[config.mk]
export PLATFORM = sky130hd
export DESIGN_NAME = adpcm_run_length_encoder
export DESIGN_NICKNAME = d
export VERILOG_FILES = /design/src/design/adpcm_rle_pkg.sv /design/src/design/adpcm_rle_quant.sv /design/src/design/adpcm_rle_pack.sv /design/src/design/adpcm_run_length_encoder.sv
export SDC_FILE = /design/constraint.sdc
export NUM_CORES = 1
export LEC_CHECK = 0
export BUFFER_PORTS_ARGS = -buffer_cell sky130_fd_sc_hd__buf_2
export CORE_MARGIN = 3
export CORE_UTILIZATION = 60
export CTS_CLUSTER_SIZE = 30
export DETAILED_ROUTE_END_ITERATION = 10
export GPL_TIMING_DRIVEN = 0
export PLACE_DENSITY = 0.8
export SETUP_SLACK_MARGIN = 0.5
export SYNTH_ARGS = -nofsm -noshare
export SYNTH_HDL_FRONTEND = slang
export SYNTH_HIERARCHICAL = 1
export SYNTH_SLANG_ARGS = --single-unit
[constraint.sdc]
create_clock -name clk_i -period 6.4 [get_ports clk_i]
set_input_delay 0.64 -clock clk_i [delete_from_list [all_inputs] [get_ports clk_i]]
set_output_delay 0.64 -clock clk_i [all_outputs]
set_load 0.02 [all_outputs]
[src/design/adpcm_rle_pkg.sv]
`timescale 1ns / 1ps
// ----------------------------------------------------------------------------
// adpcm_rle_pkg
// Shared widths, tables and types of the run-length packed ADPCM encoder.
// ----------------------------------------------------------------------------
package adpcm_rle_pkg;

  localparam int SAMPLE_W = 8;
  localparam int CODE_W   = 4;
  localparam int QBITS_W  = 3;
  localparam int IDX_W    = 7;
  localparam int STEP_W   = 15;
  localparam int VP_W     = 16;   // predictor delta
  localparam int ACC_W    = 18;   // q * step before the >>2
  localparam int REM_W    = 10;   // 4 * |diff|
  localparam int DIV_W    = 17;   // step << 2
  localparam int REP_W    = 4;
  localparam int BYTE_W   = 8;
  localparam int ADDR_W   = 3;
  localparam int DATA_W   = 32;

  localparam logic [IDX_W-1:0] IdxMax = 7'd88;
  localparam logic [REP_W-1:0] RepFull = 4'd15;

  // quantize_mode values
  localparam logic MODE_DIVIDE   = 1'b0;
  localparam logic MODE_SUBTRACT = 1'b1;

  // register index (paddr[2])
  localparam logic REG_QUANT_MODE = 1'b0;

  localparam logic [STEP_W-1:0] STEP_TABLE [89] = '{
    15'd7,     15'd8,     15'd9,     15'd10,    15'd11,    15'd12,    15'd13,
    15'd14,    15'd16,    15'd17,    15'd19,    15'd21,    15'd23,    15'd25,
    15'd28,    15'd31,    15'd34,    15'd37,    15'd41,    15'd45,    15'd50,
    15'd55,    15'd60,    15'd66,    15'd73,    15'd80,    15'd88,    15'd97,
    15'd107,   15'd118,   15'd130,   15'd143,   15'd157,   15'd173,   15'd190,
    15'd209,   15'd230,   15'd253,   15'd279,   15'd307,   15'd337,   15'd371,
    15'd408,   15'd449,   15'd494,   15'd544,   15'd598,   15'd658,   15'd724,
    15'd796,   15'd876,   15'd963,   15'd1060,  15'd1166,  15'd1282,  15'd1411,
    15'd1552,  15'd1707,  15'd1878,  15'd2066,  15'd2272,  15'd2499,  15'd2749,
    15'd3024,  15'd3327,  15'd3660,  15'd4026,  15'd4428,  15'd4871,  15'd5358,
    15'd5894,  15'd6484,  15'd7132,  15'd7845,  15'd8630,  15'd9493,  15'd10442,
    15'd11487, 15'd12635, 15'd13899, 15'd15289, 15'd16818, 15'd18500, 15'd20350,
    15'd22385, 15'd24623, 15'd27086, 15'd29794, 15'd32767
  };

  function automatic logic [STEP_W-1:0] step_lookup(input logic [IDX_W-1:0] idx);
    logic [STEP_W-1:0] s;
    if (idx > IdxMax) begin
      s = STEP_TABLE[IdxMax];
    end else begin
      s = STEP_TABLE[idx];
    end
    return s;
  endfunction

  function automatic logic signed [4:0] idx_adjust(input logic [CODE_W-1:0] code);
    logic signed [4:0] a;
    case (code[QBITS_W-1:0]) inside
      3'd0, 3'd1, 3'd2, 3'd3: a = -5'sd1;
      3'd4:                   a = 5'sd2;
      3'd5:                   a = 5'sd4;
      3'd6:                   a = 5'sd6;
      default:                a = 5'sd8;
    endcase
    return a;
  endfunction

  // quantizer -> top
  typedef struct packed {
    logic                done;
    logic [CODE_W-1:0]   code;
    logic [VP_W-1:0]     vpdiff;
  } quant_res_t;

  // top -> packer
  typedef struct packed {
    logic              push;
    logic [CODE_W-1:0] code;
    logic              last;
  } pack_req_t;

endpackage

[src/design/adpcm_rle_quant.sv]
`timescale 1ns / 1ps
// ----------------------------------------------------------------------------
// adpcm_rle_quant
// Bit-serial quantizer: one quotient bit per cycle, MSB first, with the
// predictor delta accumulated alongside.
// ----------------------------------------------------------------------------
module adpcm_rle_quant
  import adpcm_rle_pkg::*;
(
  input  logic                       clk_i,
  input  logic                       rst_ni,
  input  logic                       start_i,
  input  logic                       ack_i,
  input  logic                       mode_i,
  input  logic signed [SAMPLE_W-1:0] sample_i,
  input  logic signed [SAMPLE_W-1:0] pred_i,
  input  logic [IDX_W-1:0]           idx_i,
  output logic                       idle_o,
  output quant_res_t                 res_o
);

  localparam logic [1:0] ST_IDLE  = 2'd0;
  localparam logic [1:0] ST_SETUP = 2'd1;
  localparam logic [1:0] ST_STEP  = 2'd2;
  localparam logic [1:0] ST_DONE  = 2'd3;

  logic [1:0]                 state_q, state_d;
  logic [1:0]                 bit_q, bit_d;
  logic signed [SAMPLE_W-1:0] sample_q;
  logic [STEP_W-1:0]          step_q, step_d;
  logic [REM_W-1:0]           rem_q, rem_d;
  logic [ACC_W-1:0]           acc_q, acc_d;
  logic [QBITS_W-1:0]         qb_q, qb_d;
  logic                       sign_q, sign_d;
  logic                       clamp_q, clamp_d;
  logic                       mode_q, mode_d;

  logic signed [SAMPLE_W:0]   diff;
  logic [SAMPLE_W:0]          mag_full;
  logic [SAMPLE_W-1:0]        mag;
  logic [STEP_W-1:0]          step_lu;
  logic [DIV_W-1:0]           rem_x, dv_div, dv_sub, dv;
  logic                       take;

  always_comb begin
    diff     = {sample_q[SAMPLE_W-1], sample_q} - {pred_i[SAMPLE_W-1], pred_i};
    mag_full = diff[SAMPLE_W] ? (SAMPLE_W+1)'(-diff) : diff;
    mag      = mag_full[SAMPLE_W-1:0];
    step_lu  = step_lookup(idx_i);

    rem_x  = DIV_W'(rem_q);
    dv_div = DIV_W'(step_q) << bit_q;
    dv_sub = DIV_W'(step_q >> (2'd2 - bit_q));
    if (mode_q == MODE_SUBTRACT) begin
      dv   = dv_sub;
      take = rem_x > dv_sub;
    end else begin
      dv   = dv_div;
      // past the clamp every bit is taken: q = 7, delta sum = 7 * step
      take = clamp_q | (rem_x >= dv_div);
    end
  end

  always_comb begin
    state_d = state_q;
    bit_d   = bit_q;
    step_d  = step_q;
    rem_d   = rem_q;
    acc_d   = acc_q;
    qb_d    = qb_q;
    sign_d  = sign_q;
    clamp_d = clamp_q;
    mode_d  = mode_q;
    unique case (state_q)
      ST_IDLE: begin
        if (start_i) begin
          state_d = ST_SETUP;
        end
      end
      ST_SETUP: begin
        step_d  = step_lu;
        sign_d  = diff[SAMPLE_W];
        mode_d  = mode_i;
        clamp_d = {{(STEP_W+1-SAMPLE_W){1'b0}}, mag} >= {step_lu, 1'b0};
        rem_d   = (mode_i == MODE_SUBTRACT) ? REM_W'(mag) : {mag, 2'b00};
        acc_d   = '0;
        qb_d    = '0;
        bit_d   = 2'd2;
        state_d = ST_STEP;
      end
      ST_STEP: begin
        if (take) begin
          rem_d = REM_W'(rem_x - dv);
          acc_d = acc_q + ACC_W'(dv);
          qb_d  = qb_q | (QBITS_W'(1) << bit_q);
        end
        bit_d = bit_q - 2'd1;
        if (bit_q == 2'd0) begin
          state_d = ST_DONE;
        end
      end
      ST_DONE: begin
        if (ack_i) begin
          state_d = start_i ? ST_SETUP : ST_IDLE;
        end
      end
      default: state_d = ST_IDLE;
    endcase
  end

  always_ff @(posedge clk_i or negedge rst_ni) begin
    if (!rst_ni) begin
      state_q <= ST_IDLE;
      bit_q   <= '0;
    end else begin
      state_q <= state_d;
      bit_q   <= bit_d;
    end
  end

  always_ff @(posedge clk_i) begin
    if (start_i) begin
      sample_q <= sample_i;
    end
    step_q  <= step_d;
    rem_q   <= rem_d;
    acc_q   <= acc_d;
    qb_q    <= qb_d;
    sign_q  <= sign_d;
    clamp_q <= clamp_d;
    mode_q  <= mode_d;
  end

  assign idle_o       = (state_q == ST_IDLE);
  assign res_o.done   = (state_q == ST_DONE);
  assign res_o.code   = {sign_q, qb_q};
  assign res_o.vpdiff = (mode_q == MODE_SUBTRACT) ? acc_q[VP_W-1:0] : acc_q[ACC_W-1:2];

endmodule

[src/design/adpcm_rle_pack.sv]
`timescale 1ns / 1ps
// ----------------------------------------------------------------------------
// adpcm_rle_pack
// Run-length packer with a two-entry output queue.
// ----------------------------------------------------------------------------
module adpcm_rle_pack
  import adpcm_rle_pkg::*;
(
  input  logic              clk_i,
  input  logic              rst_ni,
  input  pack_req_t         req_i,
  output logic              ready_o,
  output logic              out_valid_o,
  input  logic              out_stall_i,
  output logic [BYTE_W-1:0] packed_byte_o,
  output logic              run_last_o
);

  logic [CODE_W-1:0] run_code_q, run_code_d;
  logic [REP_W-1:0]  run_rep_q, run_rep_d;
  logic              run_open_q, run_open_d;

  logic [BYTE_W-1:0] ent_byte_q [2];
  logic              ent_last_q [2];
  logic [1:0]        cnt_q;
  logic              pop;

  logic              e0_vld, e1_vld;
  logic [BYTE_W-1:0] e0_byte, e1_byte;

  assign pop     = out_valid_o & ~out_stall_i;
  assign ready_o = (cnt_q == 2'd0) | ((cnt_q == 2'd1) & pop);

  always_comb begin
    run_code_d = run_code_q;
    run_rep_d  = run_rep_q;
    run_open_d = run_open_q;
    e0_vld     = 1'b0;
    e0_byte    = '0;
    e1_vld     = 1'b0;
    e1_byte    = '0;
    if (!run_open_q) begin
      run_code_d = req_i.code;
      run_rep_d  = '0;
      run_open_d = 1'b1;
    end else if (req_i.code == run_code_q) begin
      if (run_rep_q == RepFull - 4'd1) begin
        // run full: flush at once
        e0_vld     = 1'b1;
        e0_byte    = {run_code_q, RepFull};
        run_open_d = 1'b0;
        run_rep_d  = '0;
      end else begin
        run_rep_d = run_rep_q + 4'd1;
      end
    end else begin
      e0_vld     = 1'b1;
      e0_byte    = {run_code_q, run_rep_q};
      run_code_d = req_i.code;
      run_rep_d  = '0;
    end
    if (req_i.last) begin
      e1_vld     = run_open_d;
      e1_byte    = {run_code_d, run_rep_d};
      run_code_d = '0;
      run_rep_d  = '0;
      run_open_d = 1'b0;
    end
  end

  always_ff @(posedge clk_i or negedge rst_ni) begin
    if (!rst_ni) begin
      run_code_q <= '0;
      run_rep_q  <= '0;
      run_open_q <= 1'b0;
      cnt_q      <= '0;
    end else if (req_i.push) begin
      run_code_q <= run_code_d;
      run_rep_q  <= run_rep_d;
      run_open_q <= run_open_d;
      cnt_q      <= 2'(e0_vld) + 2'(e1_vld);
    end else if (pop) begin
      cnt_q <= cnt_q - 2'd1;
    end
  end

  // push only happens when the queue is empty or drains this cycle
  always_ff @(posedge clk_i) begin
    if (req_i.push) begin
      if (e0_vld) begin
        ent_byte_q[0] <= e0_byte;
        ent_last_q[0] <= req_i.last & ~e1_vld;
        ent_byte_q[1] <= e1_byte;
        ent_last_q[1] <= 1'b1;
      end else begin
        ent_byte_q[0] <= e1_byte;
        ent_last_q[0] <= 1'b1;
        ent_byte_q[1] <= e1_byte;
        ent_last_q[1] <= 1'b1;
      end
    end else if (pop) begin
      ent_byte_q[0] <= ent_byte_q[1];
      ent_last_q[0] <= ent_last_q[1];
    end
  end

  assign out_valid_o   = (cnt_q != 2'd0);
  assign packed_byte_o = ent_byte_q[0];
  assign run_last_o    = ent_last_q[0];

endmodule

[src/design/adpcm_run_length_encoder.sv]
`timescale 1ns / 1ps
// Sample flow: each sample runs through the bit-serial quantizer (setup,
//   three quotient-bit steps, finish), and a new sample is taken while the
//   quantizer is idle or as it finishes; finish waits while the two-entry
//   output queue still holds bytes that are not taken.
// Reset: rst_ni is asynchronous, active low; it clears predictor, step
//   index, pending run, quantize mode and the output queue.
// ----------------------------------------------------------------------------
// adpcm_run_length_encoder
// IMA-style 4-bit ADPCM encoder with run-length packed byte output.
// ----------------------------------------------------------------------------
module adpcm_run_length_encoder
  import adpcm_rle_pkg::*;
(
  input  logic                       clk_i,
  input  logic                       rst_ni,
  // sample channel
  input  logic                       in_valid_i,
  output logic                       in_stall_o,
  input  logic signed [SAMPLE_W-1:0] sample_i,
  input  logic                       block_end_i,
  // byte channel
  output logic                       out_valid_o,
  input  logic                       out_stall_i,
  output logic [BYTE_W-1:0]          packed_byte_o,
  output logic                       run_last_o,
  // register port
  input  logic                       psel,
  input  logic                       penable,
  input  logic                       pwrite,
  input  logic [ADDR_W-1:0]          paddr,
  input  logic [DATA_W-1:0]          pwdata,
  output logic [DATA_W-1:0]          prdata,
  output logic                       pready
);

  logic                       mode_q;
  logic signed [SAMPLE_W-1:0] pred_q, pred_d;
  logic [IDX_W-1:0]           idx_q, idx_d;
  logic                       last_q;

  logic                       q_idle;
  quant_res_t                 q_res;
  pack_req_t                  p_req;
  logic                       p_ready;
  logic                       fire, start;

  logic signed [ACC_W-1:0]    psum;
  logic signed [SAMPLE_W:0]   nidx;

  assign fire       = q_res.done & p_ready;
  assign in_stall_o = ~(q_idle | fire);
  assign start      = in_valid_i & ~in_stall_o;

  // register port
  assign pready = 1'b1;
  assign prdata = (paddr[2] == REG_QUANT_MODE) ? DATA_W'(mode_q) : '0;

  always_ff @(posedge clk_i or negedge rst_ni) begin
    if (!rst_ni) begin
      mode_q <= MODE_DIVIDE;
    end else if (psel && penable && pwrite && pready && (paddr[2] == REG_QUANT_MODE)) begin
      mode_q <= pwdata[0];
    end
  end

  // predictor and step index update
  always_comb begin
    if (q_res.code[CODE_W-1]) begin
      psum = ACC_W'(pred_q) - $signed({2'b00, q_res.vpdiff});
    end else begin
      psum = ACC_W'(pred_q) + $signed({2'b00, q_res.vpdiff});
    end
    if (psum > 18'sd127) begin
      pred_d = 8'sd127;
    end else if (psum < -18'sd128) begin
      pred_d = -8'sd128;
    end else begin
      pred_d = psum[SAMPLE_W-1:0];
    end

    nidx = $signed({2'b00, idx_q}) + (SAMPLE_W+1)'(idx_adjust(q_res.code));
    if (nidx < 0) begin
      idx_d = '0;
    end else if (nidx > $signed({2'b00, IdxMax})) begin
      idx_d = IdxMax;
    end else begin
      idx_d = nidx[IDX_W-1:0];
    end
  end

  always_ff @(posedge clk_i or negedge rst_ni) begin
    if (!rst_ni) begin
      pred_q <= '0;
      idx_q  <= '0;
      last_q <= 1'b0;
    end else begin
      if (fire) begin
        pred_q <= last_q ? '0 : pred_d;
        idx_q  <= last_q ? '0 : idx_d;
      end
      if (start) begin
        last_q <= block_end_i;
      end
    end
  end

  assign p_req.push = fire;
  assign p_req.code = q_res.code;
  assign p_req.last = last_q;

  adpcm_rle_quant u_quant (
    .clk_i    (clk_i),
    .rst_ni   (rst_ni),
    .start_i  (start),
    .ack_i    (fire),
    .mode_i   (mode_q),
    .sample_i (sample_i),
    .pred_i   (pred_q),
    .idx_i    (idx_q),
    .idle_o   (q_idle),
    .res_o    (q_res)
  );

  adpcm_rle_pack u_pack (
    .clk_i         (clk_i),
    .rst_ni        (rst_ni),
    .req_i         (p_req),
    .ready_o       (p_ready),
    .out_valid_o   (out_valid_o),
    .out_stall_i   (out_stall_i),
    .packed_byte_o (packed_byte_o),
    .run_last_o    (run_last_o)
  );

endmodule

# == Yosys cells after proc, flatten, opt, wreduce, memory -nomap -nowiden ==
# Memory sizes are Yosys's and may differ from the RTL's.
# Cells that the tools add are included.
# totals
ff_bits,89
ram_bits,18
rom_bits,1920
in_bits,51
out_inout_bits,44
wordCells,162
memories,3
# op_classes
n_addsub,12
n_lt_le_gt_ge,9
n_eq_ne,16
shift,3
mux,68
bitwise_logic,20
n_reduce_logical,13
# mem_list
memory,depth,word_bits,rd,rd_clocked_by_memory_dff,wr,line_no,source
(name not given),128,15,1,0,0,adpcm_rle_pkg.sv:53,s = STEP_TABLE[idx];
u_pack.ent_byte_q,2,8,2,0,2,adpcm_rle_pack.sv:23,logic [BYTE_W-1:0] ent_byte_q [2];
u_pack.ent_last_q,2,1,2,0,2,adpcm_rle_pack.sv:24,logic ent_last_q [2];
# op_table
cell,count
2-to-1 mux 8 bit,11
2-to-1 mux 15 bit,3
2-to-1 mux 4 bit,10
2-to-1 mux 18 bit,2
case mux 18 bit (2 select lines),1
2-to-1 mux 1 bit,23
2-to-1 mux 7 bit,3
2-to-1 mux 10 bit,2
case mux 10 bit (2 select lines),1
adder 18 x 17 -> 18 bit,1
adder 8 x 17 -> 18 bit,1
"> comparator 18 x 8 -> 1 bit, second input constant",1
"< comparator 18 x 8 -> 1 bit, second input constant",1
subtractor 8 x 17 -> 18 bit,1
greater-or-equal comparator 10 x 17 -> 1 bit,1
> comparator 10 x 17 -> 1 bit,1
2-to-1 mux 17 bit,1
left shift 15 x 2 -> 17 bit,1
right shift 15 x 2 -> 17 bit,1
greater-or-equal comparator 8 x 16 -> 1 bit,1
2-to-1 mux 16 bit,1
2-to-1 mux 2 bit,5
subtractor 10 bit,1
adder 8 x 5 -> 9 bit,1
other kinds (36),66

# == Depth between registers and ports, before layout ==
# Gate-level depths: netlist of run 1.
# logic_depth
depth_word,10
mapped_depth,20
ltp_nobuf,18

# == Modules after synthesis ==
# Netlist of run 1, hierarchy kept.
# by_module_without_submodules
mod,instances,cells_each,area_per_inst_um2,seq_area_each_um2
adpcm_rle_quant,1,869,7395.8,1811.7
adpcm_run_length_encoder,1,331,2681.3,425.4
adpcm_rle_pack,1,139,1525.2,805.8

# == Least setup slack after synthesis of run 1 ==
# Ideal clock, no wire load.
# synth_path
path_kind,reg2reg
startpoint,register u_quant.bit_q[1]
endpoint,register u_quant.acc_q[0] (enable)
arrival_ns,4.919
t_required_ns,5.971
slack_ns,1.052
stages_incl_launch_ff,15
path_buffers,3
period_less_slack_ns,5.348
path_cell_list,dfrtp_1 -> inv_1 -> clkbuf_1 -> ha_1 -> buf_1 -> buf_2 -> mux4_2 -> ha_1 -> nor2b_1 -> o21a_1 -> o21a_1 -> o211ai_1 -> and4b_1 -> o41a_1 -> a21oi_1
# synth_between
elab_chain_cells,6
elab_cells_between_ends,9
classes_between,add/sub: 1; order compare: 2; eq/ne: 1; shift: 2; mux: 1; bitwise: 1; reduce/logical: 1
# synth_rtl
item,line_no,source
start: declaration,adpcm_rle_quant.sv:28,"logic [1:0] bit_q, bit_d;"
start signal: assignment,adpcm_rle_quant.sv:117,bit_q <= bit_d;
subtractor 2 bit / left shift 15 x 2 -> 17 bit (equally long branches),"adpcm_rle_quant.sv:53, adpcm_rle_quant.sv:52",
right shift 15 x 2 -> 17 bit / greater-or-equal comparator 10 x 17 -> 1 bit (equally long branches),"adpcm_rle_quant.sv:53, adpcm_rle_quant.sv:60",
> comparator 10 x 17 -> 1 bit / OR 1 bit (equally long branches),"adpcm_rle_quant.sv:56, adpcm_rle_quant.sv:60",
2-to-1 mux 1 bit (*),adpcm_rle_quant.sv:54,if (mode_q == MODE_SUBTRACT) begin
!= test 2 x 1 -> 1 bit (no line) (*),--,
AND reduction 2 bit (no line) (*),--,
end signal: assignment,adpcm_rle_quant.sv:127,acc_q <= acc_d;
end: declaration,adpcm_rle_quant.sv:32,"logic [ACC_W-1:0] acc_q, acc_d;"
# Mark *: on every way between the ends. The rest lies on a longest branch, timed or not.
# A chain may end at the register's enable or synchronous reset.

==> results.py, run 1 <==
metrics = {
    "critical_path": {
        "crit_fanout": 10,
        "reg2reg_to": "pred_q[6]",
        "rr_worst_depth": 18,
        "r2r_start": "u_quant/mode_q",
        "arrival_ps": 5630,
        "reg2reg_slack_ps": 1030,
        "cp_data_required_time_ps": 6660,
        "crit_chain": "clkbuf_2 > clkbuf_1 > mux2_2 > or3_1 > nor3_1 > nand2_1 > nor2_1 > a21oi_1 > xnor2_1 > ha_1 > a21o_1 > a21oi_1 > nor4b_1 > nand2_1 > a31o_2 > xor2_1 > nand4_1 > o2111ai_1",
        "crit_type": "reg2reg",
        "cpMaxStageDelayCell": "edfxtp_1",
        "critPathCaptureType": "flip-flop",
        "crit_family": "simple AND/OR/NAND/NOR gates",
        "cp_slowest_stage_delay_ps": 460,
        "cp-start-kind": "flip-flop",
        "crit_buf_inv": 2,
    },
    "logic_synthesis": {
        "synth_cell_type_count": 99,
        "synth-warning-count": 6,
        "synth.most_common_cell": "nand2_1",
        "netlist_area_mm2": 0.0116,
        "synthTopCellsByArea": "edfxtp_1 (19%), ha_1 (12%), dfrtp_1 (6.9%)",
        "avgSynthCellArea_um2": 8.66,
        "synth_seq_cells": 107,
        "async_flop_share": 0.299,
        "netlist_top_cells_count": "nand2_1 (124), ha_1 (112), nor2_1 (93), a21oi_1 (86), inv_1 (81)",
        "synth_top_cell_by_area": "edfxtp_1",
        "synth_seq_area_share": 0.262,
        "synth_top_area_share": 0.192,
        "synth_cells": 1339,
        "synth_ff_type": "edfxtp_1",
        "synth_edf_count": 74,
    },
    "route": {
        "wl_um": 31200,
        "vias_per_cell": 6.32,
        "wl_per_cell_um": 18.6,
        "vias": 10600,
        "firstDrtPassIters": 5,
        "final_antenna_net_count": 0,
        "drt-initial-drc-count": 1042,
        "drc": 0,
    },
    "timing": {
        "clock.fmax_mhz": 186,
        "hold_viol_final": 0,
        "worst_slack_ps": 1030,
        "slew_viol_final": 0,
        "max_slew_margin": 0.165,
        "finalCritPeriodShare": 0.839,
        "finClkSkew_ps": 11.6,
        "rsz0062_at_grt": "false",
        "fin_crit_ps": 5370,
        "max_slew.worst_pin.slew_ps": 1240,
        "finalSetupViolations": 0,
    },
    "hold_path": {
        "hp-class": "in2async",
    },
    "die": {
        "coreArea_mm2": 0.0188,
        "dieWidth_um": 145,
        "rows": 50,
        "die_h_um": 145,
        "initial_core_util": 0.616,
        "die_area_mm2": 0.0210,
        "ios": 95,
    },
    "grt": {
        "grt_max_degree": 33,
        "grt_pass1_wl_um": 50900,
        "grt_usage": 0.290,
        "grt_pass1_vias": 9982,
        "grt_antenna_before_repair": 0,
        "grt_overflow_total": 0,
    },
    "place": {
        "place_ws_ps": 893,
        "portBuffers": 29,
        "dp_hpwl_um": 24100,
        "place_congestion": 0.996,
        "place_inst": 1659,
    },
    "clock_tree": {
        "clock-sinks": 107,
        "ctsRootBufferMaster": "clkbuf_16",
        "worstSkewPairLatency_ps": 350,
        "htree_levels": 3,
        "cts_max_path_buffers": 2,
        "postCtsSetupBuffers": 0,
        "cts_inserted_buffers": 9,
        "cts_tree": "done",
        "path_clk_slew_ps": 80,
    },
    "layout": {
        "nFillCells": 1580,
        "nets": 1578,
        "diodes": 0,
        "area_delta_synth_final_pct": 8.08,
        "finalNonFillerCells": 1675,
        "drive_gt1_frac": 0.118,
        "fin_util": 0.666,
    },
    "job": {
        "drv_cap": 0,
    },
    "run_status": {
        "outcome": "finished, final reports clean",
    },
}
==> metal layers <==
| layer | routed length [um] | track usage | vias to the layer above | share of wire |
|---|---|---|---|---|
| li1 | - | - | 5053 | - |
| met1 | 13400 | 0.397 | 4965 | 0.43 |
| met2 | 14600 | 0.475 | 475 | 0.47 |
| met3 | 2220 | 0.0397 | 87 | 0.071 |
| met4 | 1000 | 0.101 | 0 | 0.032 |
| met5 | 0 | 0 | - | 0 |
==> worst max-delay path by stage <==
stage / startpoint / to / slack (ps) / cells after the start
final: u_quant/mode_q / pred_q[6] / 1030 / 18
after global routing: u_quant/mode_q / pred_q[1] / 550 / 18
after CTS: u_quant/mode_q / pred_q[6] / 850 / 18
after detailed placement: u_quant/mode_q / pred_q[6] / 890 / 18
after global placement: u_quant/bit_q[1] / u_quant/acc_q[16] / -330 / 14
after floorplan: u_quant/bit_q[1] / u_quant/acc_q[0] / 1050 / 14
==> cell usage in the layout, fill, tap and decap left out, types with 12 or more instances in the layout <==
| cell type | count |
|---|---|
| o21ai_1 | 19 |
| xor2_1 | 18 |
| nand2_1 | 124 |
| conb_1 | 32 |
| xnor2_1 | 39 |
| a211oi_1 | 13 |
| o211ai_1 | 21 |
| inv_1 | 81 |
| buf_2 | 43 |
| nand2b_1 | 29 |
| a21o_1 | 32 |
| o21ai_0 | 69 |
| clkbuf_1 | 37 |
| nand3_1 | 25 |
| a21oi_1 | 85 |
| and3_1 | 12 |
| a31oi_1 | 15 |
| nor2_1 | 93 |
| o21a_1 | 26 |
| edfxtp_1 | 74 |
| nor3_1 | 28 |
| ha_1 | 112 |
| mux4_2 | 15 |
| mux2_2 | 27 |
| mux2i_1 | 26 |
| dfrtp_1 | 32 |
| buf_4 | 33 |
| nor2b_1 | 19 |
==> sequential cells by signal, indices dropped and copies added (netlist names) <==
name,cells
u_quant/sample_q,8
u_quant/state_q,2
u_quant/step_q,15
pred_q,8
u_quant/rem_q,10
u_pack/ent_last_q,2
u_pack/cnt_q,2
u_pack/run_rep_q,4
u_pack/ent_byte_q,16
u_pack/run_open_q,1
u_quant/acc_q,18
u_quant/qb_q,3
u_quant/clamp_q,1
u_quant/sign_q,1
idx_q,7
u_quant/mode_q,1
mode_q,1
u_quant/bit_q,2
last_q,1
u_pack/run_code_q,4
==> area by class of cell <==
type                            instances  area [um2]  area share
Sequential cell                       107        3040       0.243
Buffer                                 93         492      0.0392
Multi-Input combinational cell       1083        7870       0.628
Timing Repair Buffer                   30         173      0.0138
Inverter                               86         323      0.0257
Clock buffer                            9         225      0.0180
Tap cell                              260         325      0.0259
Clock inverter                          7        88.8     0.00708
==> through the flow <==
stage	cell area (um2)	hold slack, ps	setup TNS [ps]
2_1_floorplan	11700	344	0
3_3_place_gp	12200	432	-10200
3_5_place_dp	12200	435	0
4_1_cts	12500	397	0
5_1_grt	12500	414	0
6_report	12500	383	0
==> cell families after synthesis <==
group,count (synthesis),share of synthesized area
other,2,0.000647
muxes,68,0.0778
buffers and inverters,179,0.0701
adders and majority gates,117,0.129
xor gates and xnor gates,60,0.0472
AOI/OAI and AO/OA,403,0.239
and+or+nand+nor,403,0.174
DFF,107,0.262
==> timing repair <==
action,in CTS,in global routing
endpoints found under the setup margin,0,7
gates resized for setup,0,1
hold buffers,0,0
Power of run 1 is not shown: default switching activity piles up to over one toggle a cycle in this logic, so the estimate is an artifact.
==> run 2, diff against run 1 <==
--- a/config.mk
+++ b/config.mk
@@ -7,11 +7,11 @@
 export LEC_CHECK = 0
 export BUFFER_PORTS_ARGS = -buffer_cell sky130_fd_sc_hd__buf_2
 export CORE_MARGIN = 3
-export CORE_UTILIZATION = 60
+export CORE_UTILIZATION = 56
 export CTS_CLUSTER_SIZE = 30
 export DETAILED_ROUTE_END_ITERATION = 10
 export GPL_TIMING_DRIVEN = 0
-export PLACE_DENSITY = 0.8
+export PLACE_DENSITY = 0.78
 export SETUP_SLACK_MARGIN = 0.5
 export SYNTH_ARGS = -nofsm -noshare
 export SYNTH_HDL_FRONTEND = slang
==> constraint.sdc (replaced) <==
create_clock -name clk_i -period 4.6 [get_ports clk_i]
set_input_delay 0.46 -clock clk_i [delete_from_list [all_inputs] [get_ports clk_i]]
set_output_delay 0.46 -clock clk_i [all_outputs]
set_load 0.02 [all_outputs]
==> run 2 against run 1 <==
Compared with the run above:
- register-to-register slack lost 890 ps
- sequential share of layout area fell by 1.5 points
- largest cell class unchanged
- cell count up 3.6%
==> results.py, run 2 (synthesis results as in run 1) <==
metrics = {
    "timing": {
        "tns_ps": 0,
        "hold_viol_final": 0,
        "max_slew_margin": 0.336,
        "finClkSkew_ps": 12.9,
        "finalSetupViolations": 0,
        "rsz0062_at_grt": "true",
        "clock.fmax_mhz": 224,
        "finalCritPeriodShare": 0.969,
        "fin_crit_ps": 4460,
        "slew_viol_final": 0,
        "max_slew.worst_pin.slew_ps": 994,
    },
    "clock_tree": {
        "worstSkewPairLatency_ps": 370,
        "cts_tree": "done",
        "clock-sinks": 107,
        "htree_levels": 3,
        "cts_max_path_buffers": 2,
        "ctsRootBufferMaster": "clkbuf_16",
        "hold_buffers": 0,
        "cts_inserted_buffers": 9,
        "path_clk_slew_ps": 90,
    },
    "die": {
        "dieWidth_um": 150,
        "die_area_mm2": 0.0225,
        "initial_core_util": 0.572,
        "rows": 52,
        "coreArea_mm2": 0.0203,
        "ios": 95,
        "die_h_um": 150,
    },
    "layout": {
        "max_flop_register": "u_quant/acc_q",
        "nFillCells": 1721,
        "finalNonFillerCells": 1735,
        "multi_input_area_mm2": 0.00819,
        "seq_area_mm2": 0.00305,
        "reg_top3": "u_quant/acc_q: 18 flops, u_pack/ent_byte_q: 16 flops, u_quant/step_q: 15 flops",
        "final_common_cell": "nand2_1",
        "final_cell_mix": "nand2_1 (122), ha_1 (108), nor2_1 (92), inv_1 (80), buf_4 (79)",
        "diodes": 0,
        "largest_reg_flops": 18,
        "drive_gt1_frac": 0.190,
        "area_delta_synth_final_pct": 15.3,
        "final_cell_area_mm2": 0.0134,
        "nets": 1628,
    },
    "hold_path": {
        "hp-class": "in2async",
    },
    "route": {
        "vias_per_cell": 6.27,
        "firstDrtPassIters": 8,
        "wl_per_cell_um": 19.5,
        "drc": 0,
        "vias": 10900,
        "drt-initial-drc-count": 1106,
        "final_antenna_net_count": 0,
        "wl_um": 33800,
    },
    "critical_path": {
        "crit_fanout": 7,
        "crit_type": "reg2reg",
        "cp-start-kind": "flip-flop",
        "arrival_ps": 4700,
        "critPathCaptureType": "flip-flop",
        "cp_data_required_time_ps": 4840,
    },
    "grt": {
        "grt_pass1_vias": 10200,
        "grt_overflow_total": 0,
        "grt_max_degree": 33,
        "grt_antenna_before_repair": 0,
        "grt_usage": 0.293,
        "grt_pass1_wl_um": 53000,
    },
    "place": {
        "place_inst": 1668,
        "place_congestion": 0.976,
        "portBuffers": 29,
        "dp_hpwl_um": 24300,
        "placed_area_mm2": 0.0123,
    },
    "run_status": {
        "outcome": "finished, final reports clean",
    },
    "job": {
        "drv_cap": 0,
    },
}
## run 2: cell count changes in the layout (fill, tap and decap cells not counted), moves of 7 or more
cell / delta
buf_4: +46
a21oi_1: -8
clkbuf_2: +7
clkbuf_1: -10
## run 2: final cells by class
type	instances	share of cell area
plain buffers	93	0.0450
clock buffers	9	0.0168
clock inverters	7	0.00664
inverters	86	0.0246
multi-input cells	1084	0.612
flip-flops and latches	107	0.228
well taps	270	0.0253
repair buffers	79	0.0412
## run 2: critical path, cell delays in order, from the launching register on
cell and delay [ps]:
edfxtp_1 410, buf_6 140, buf_4 170, mux2_2 380
inv_1 70, ha_2 200, nand2b_4 80, nor2_1 90
nor2_1 50, xnor2_1 290, ha_1 350, a21o_1 250
a221oi_4 360, o21ai_4 110, a221oi_4 290, nor4bb_1 90
a311o_1 340, o41ai_4 370, buf_6 190, o2111ai_2 110
## run 2: repair_timing
action,4_1_cts,5_1_grt
pin swaps,24,28
cloned,1,0
gates resized for setup,42,63
hold endpoints to repair,0,0
endpoints found under the setup margin,57,47
buffers inserted,19,30
## run 2: worst paths after layout
check	from	to	slack (ps)	cells past startpoint
setup / recovery	u_quant/mode_q	pred_q[6]	140	19
hold / removal	rst_ni	u_pack/run_rep_q[0]	180	1
setup reg to reg	u_quant/mode_q	pred_q[6]	140	19
hold reg to reg	u_pack/ent_last_q[1]	u_pack/ent_last_q[1]	490	1
max in group asynchronous	rst_ni	idx_q[1]	3800	1
min in group clk_i	sample_i[5]	u_quant/sample_q[5]	260	1
## run 2: per-stage QoR
| stage | hold slack, ps | worst slack, ps | utilization |
|---|---|---|---|
| finish | 178 | 144 | 0.659 |
| global route | 232 | -19.7 | 0.659 |
| CTS | 190 | 154 | 0.637 |
| detailed placement | 456 | -199 | 0.604 |
| global placement | 437 | -175 | 0.604 |
| floorplan | 164 | 501 | - |
## run 2: per-layer routing
metal  vias to the layer above  global-route usage  part of all wire
li1                       5160                   -                 -
met4                         0              0.0938             0.033
met2                       450               0.480              0.47
met5                         -                   0                 0
met3                        86              0.0412             0.063
met1                      5184               0.401              0.43
Power of run 2 is left out for the same reason.
==> run 3, diff against run 2 <==
--- a/config.mk
+++ b/config.mk
@@ -11,7 +11,7 @@
 export CTS_CLUSTER_SIZE = 30
 export DETAILED_ROUTE_END_ITERATION = 10
 export GPL_TIMING_DRIVEN = 0
-export PLACE_DENSITY = 0.78
+export PLACE_DENSITY = 0.8
 export SETUP_SLACK_MARGIN = 0.5
 export SYNTH_ARGS = -nofsm -noshare
 export SYNTH_HDL_FRONTEND = slang
==> run 3 against run 2 <==
Compared with the run above:
- die area is the same
- via count up 1.8%
- design area up 1.5%
- worst hold slack better by 3.0 ps
- critical endpoint is now pred_q[5]
- highest routed layer unchanged
==> results.py, run 3 (synthesis results as in run 1) <==
metrics = {
    "grt": {
        "grt_antenna_before_repair": 0,
        "grt_overflow_total": 0,
        "grt_max_degree": 33,
        "grt_pass1_vias": 10100,
        "grt_usage": 0.285,
        "grt_pass1_wl_um": 51700,
    },
    "timing": {
        "finalCritPeriodShare": 0.974,
        "finalSetupViolations": 0,
        "finClkSkew_ps": 12.9,
        "clock.fmax_mhz": 223,
        "hold_viol_final": 0,
        "slew_viol_final": 0,
        "rsz0062_at_grt": "true",
        "max_slew_margin": 0.275,
        "max_slew.worst_pin.slew_ps": 1080,
        "worst_slack_ps": 121,
        "fin_crit_ps": 4480,
    },
    "route": {
        "wl_um": 34200,
        "drt-initial-drc-count": 1211,
        "drc": 0,
        "vias": 11100,
        "final_antenna_net_count": 0,
        "firstDrtPassIters": 8,
        "vias_per_cell": 6.33,
        "wl_per_cell_um": 19.6,
    },
    "layout": {
        "nets": 1641,
        "largest_reg_flops": 18,
        "area_delta_synth_final_pct": 17.0,
        "final_common_cell": "nand2_1",
        "final_cell_mix": "nand2_1 (121), ha_1 (107), nor2_1 (89), buf_4 (88), inv_1 (77)",
        "nFillCells": 1609,
        "diodes": 0,
        "drive_gt1_frac": 0.208,
        "max_flop_register": "u_quant/acc_q",
        "reg_top3": "u_quant/acc_q: 18 flops, u_pack/ent_byte_q: 16 flops, u_quant/step_q: 15 flops",
    },
    "clock_tree": {
        "hold_buffers": 0,
        "htree_levels": 3,
        "path_clk_slew_ps": 90,
        "worstSkewPairLatency_ps": 360,
        "clock-sinks": 107,
        "cts_max_path_buffers": 2,
        "cts_inserted_buffers": 9,
        "cts_tree": "done",
        "ctsRootBufferMaster": "clkbuf_16",
    },
    "critical_path": {
        "crit_family": "simple AND/OR/NAND/NOR gates",
        "crit_chain": "buf_6 > clkbuf_16 > mux2_4 > or3_4 > buf_6 > nor4_4 > buf_4 > a21oi_2 > xnor2_1 > ha_2 > buf_6 > a21oi_4 > nor4b_4 > nand2_1 > a31o_4 > xor2_4 > o41ai_4 > buf_6 > o2111ai_2",
        "arrival_ps": 4710,
        "crit_type": "reg2reg",
        "path_common_cell": "buf_6",
        "cp_slowest_stage_delay_ps": 430,
        "critPathCaptureType": "flip-flop",
        "crit_fanout": 7,
        "crit_buf_inv": 6,
        "cp_data_required_time_ps": 4830,
        "cp-start-kind": "flip-flop",
        "cpMaxStageDelayCell": "edfxtp_1",
    },
    "run_status": {
        "outcome": "finished, final reports clean",
    },
    "die": {
        "die_h_um": 150,
        "coreArea_mm2": 0.0203,
        "die_area_mm2": 0.0225,
        "initial_core_util": 0.572,
        "rows": 52,
        "ios": 95,
        "dieWidth_um": 150,
    },
    "place": {
        "place_congestion": 0.986,
        "dp_hpwl_um": 24000,
        "portBuffers": 29,
        "place_ws_ps": -238,
    },
    "job": {
        "drv_cap": 0,
    },
    "hold_path": {
        "hp-class": "in2async",
    },
}
==> run 3: cell types whose count changed in the layout (fill, tap and decap cells not counted), moves of 2 or more <==
cell	delta
mux2_2	-2
inv_1	-3
mux2_4	+2
nor2_1	-3
buf_4	+9
a21oi_2	+2
xnor2_2	+2
buf_6	+5
xnor2_1	-2
nor2_2	+3
a21oi_1	-3
==> run 3: layer usage <==
layer,share of wire,global-route usage,vias to the layer above,wire [um]
met5,0,0,-,0
met4,0.039,0.0878,0,1340
met3,0.069,0.0433,124,2360
met2,0.47,0.468,559,16000
met1,0.42,0.391,5209,14500
li1,-,-,5180,-
==> run 3: area by class of cell <==
type / count / area (um2) / share of cell area
Multi-Input combinational cell: 1084 / 8260 / 0.609
Sequential cell: 107 / 3050 / 0.225
Timing Repair Buffer: 92 / 673 / 0.0496
Buffer: 93 / 598 / 0.0441
Tap cell: 270 / 338 / 0.0249
Inverter: 86 / 335 / 0.0247
Clock buffer: 9 / 225 / 0.0166
Clock inverter: 7 / 88.8 / 0.00655
==> run 3: repair_timing <==
action	4_1_cts	5_1_grt
hold endpoints to repair	0	0
cloned	1	0
gates resized for setup	50	79
setup endpoints to repair	57	24
setup buffers	26	36
pin swaps	26	42
==> run 3: path summary, 6_finish.rpt <==
| path | slack (ps) | end | startpoint | depth (start not counted) |
|---|---|---|---|---|
| max in group asynchronous | 3810 | idx_q[1] | rst_ni | 1 |
| min | 180 | u_pack/run_rep_q[1] | rst_ni | 1 |
| min in group clk_i | 270 | u_quant/sample_q[5] | sample_i[5] | 1 |
| min reg2reg | 470 | u_pack/ent_last_q[1] | u_pack/ent_last_q[1] | 1 |
| max reg2reg | 120 | pred_q[5] | u_quant/mode_q | 19 |
| max | 120 | pred_q[5] | u_quant/mode_q | 19 |
==> run 3: worst reg2reg max path: stages, from the launching register on <==
cell and delay (ps):
edfxtp_1 430, buf_6 160, clkbuf_16 150, mux2_4 310, or3_4 430, buf_6 140
nor4_4 290, buf_4 170, a21oi_2 50, xnor2_1 190, ha_2 340, buf_6 140
a21oi_4 160, nor4b_4 220, nand2_1 110, a31o_4 280, xor2_4 170, o41ai_4 330
buf_6 190, o2111ai_2 110
==> run 3: per-stage QoR <==
stage / utilization / TNS (ps) / area [um2] / std cells / hold WS (ps)
after floorplan: - / 0 / 11800 / 1369 / 164
after global placement: 0.604 / -5960 / 12300 / 1668 / 447
after detailed placement: 0.604 / -8180 / 12300 / 1668 / 434
after CTS: 0.641 / 0 / 13000 / 1711 / 202
after global routing: 0.669 / -28.7 / 13600 / 1748 / 234
final: 0.669 / 0 / 13600 / 1748 / 181
Power of run 3 is left out for the same reason.
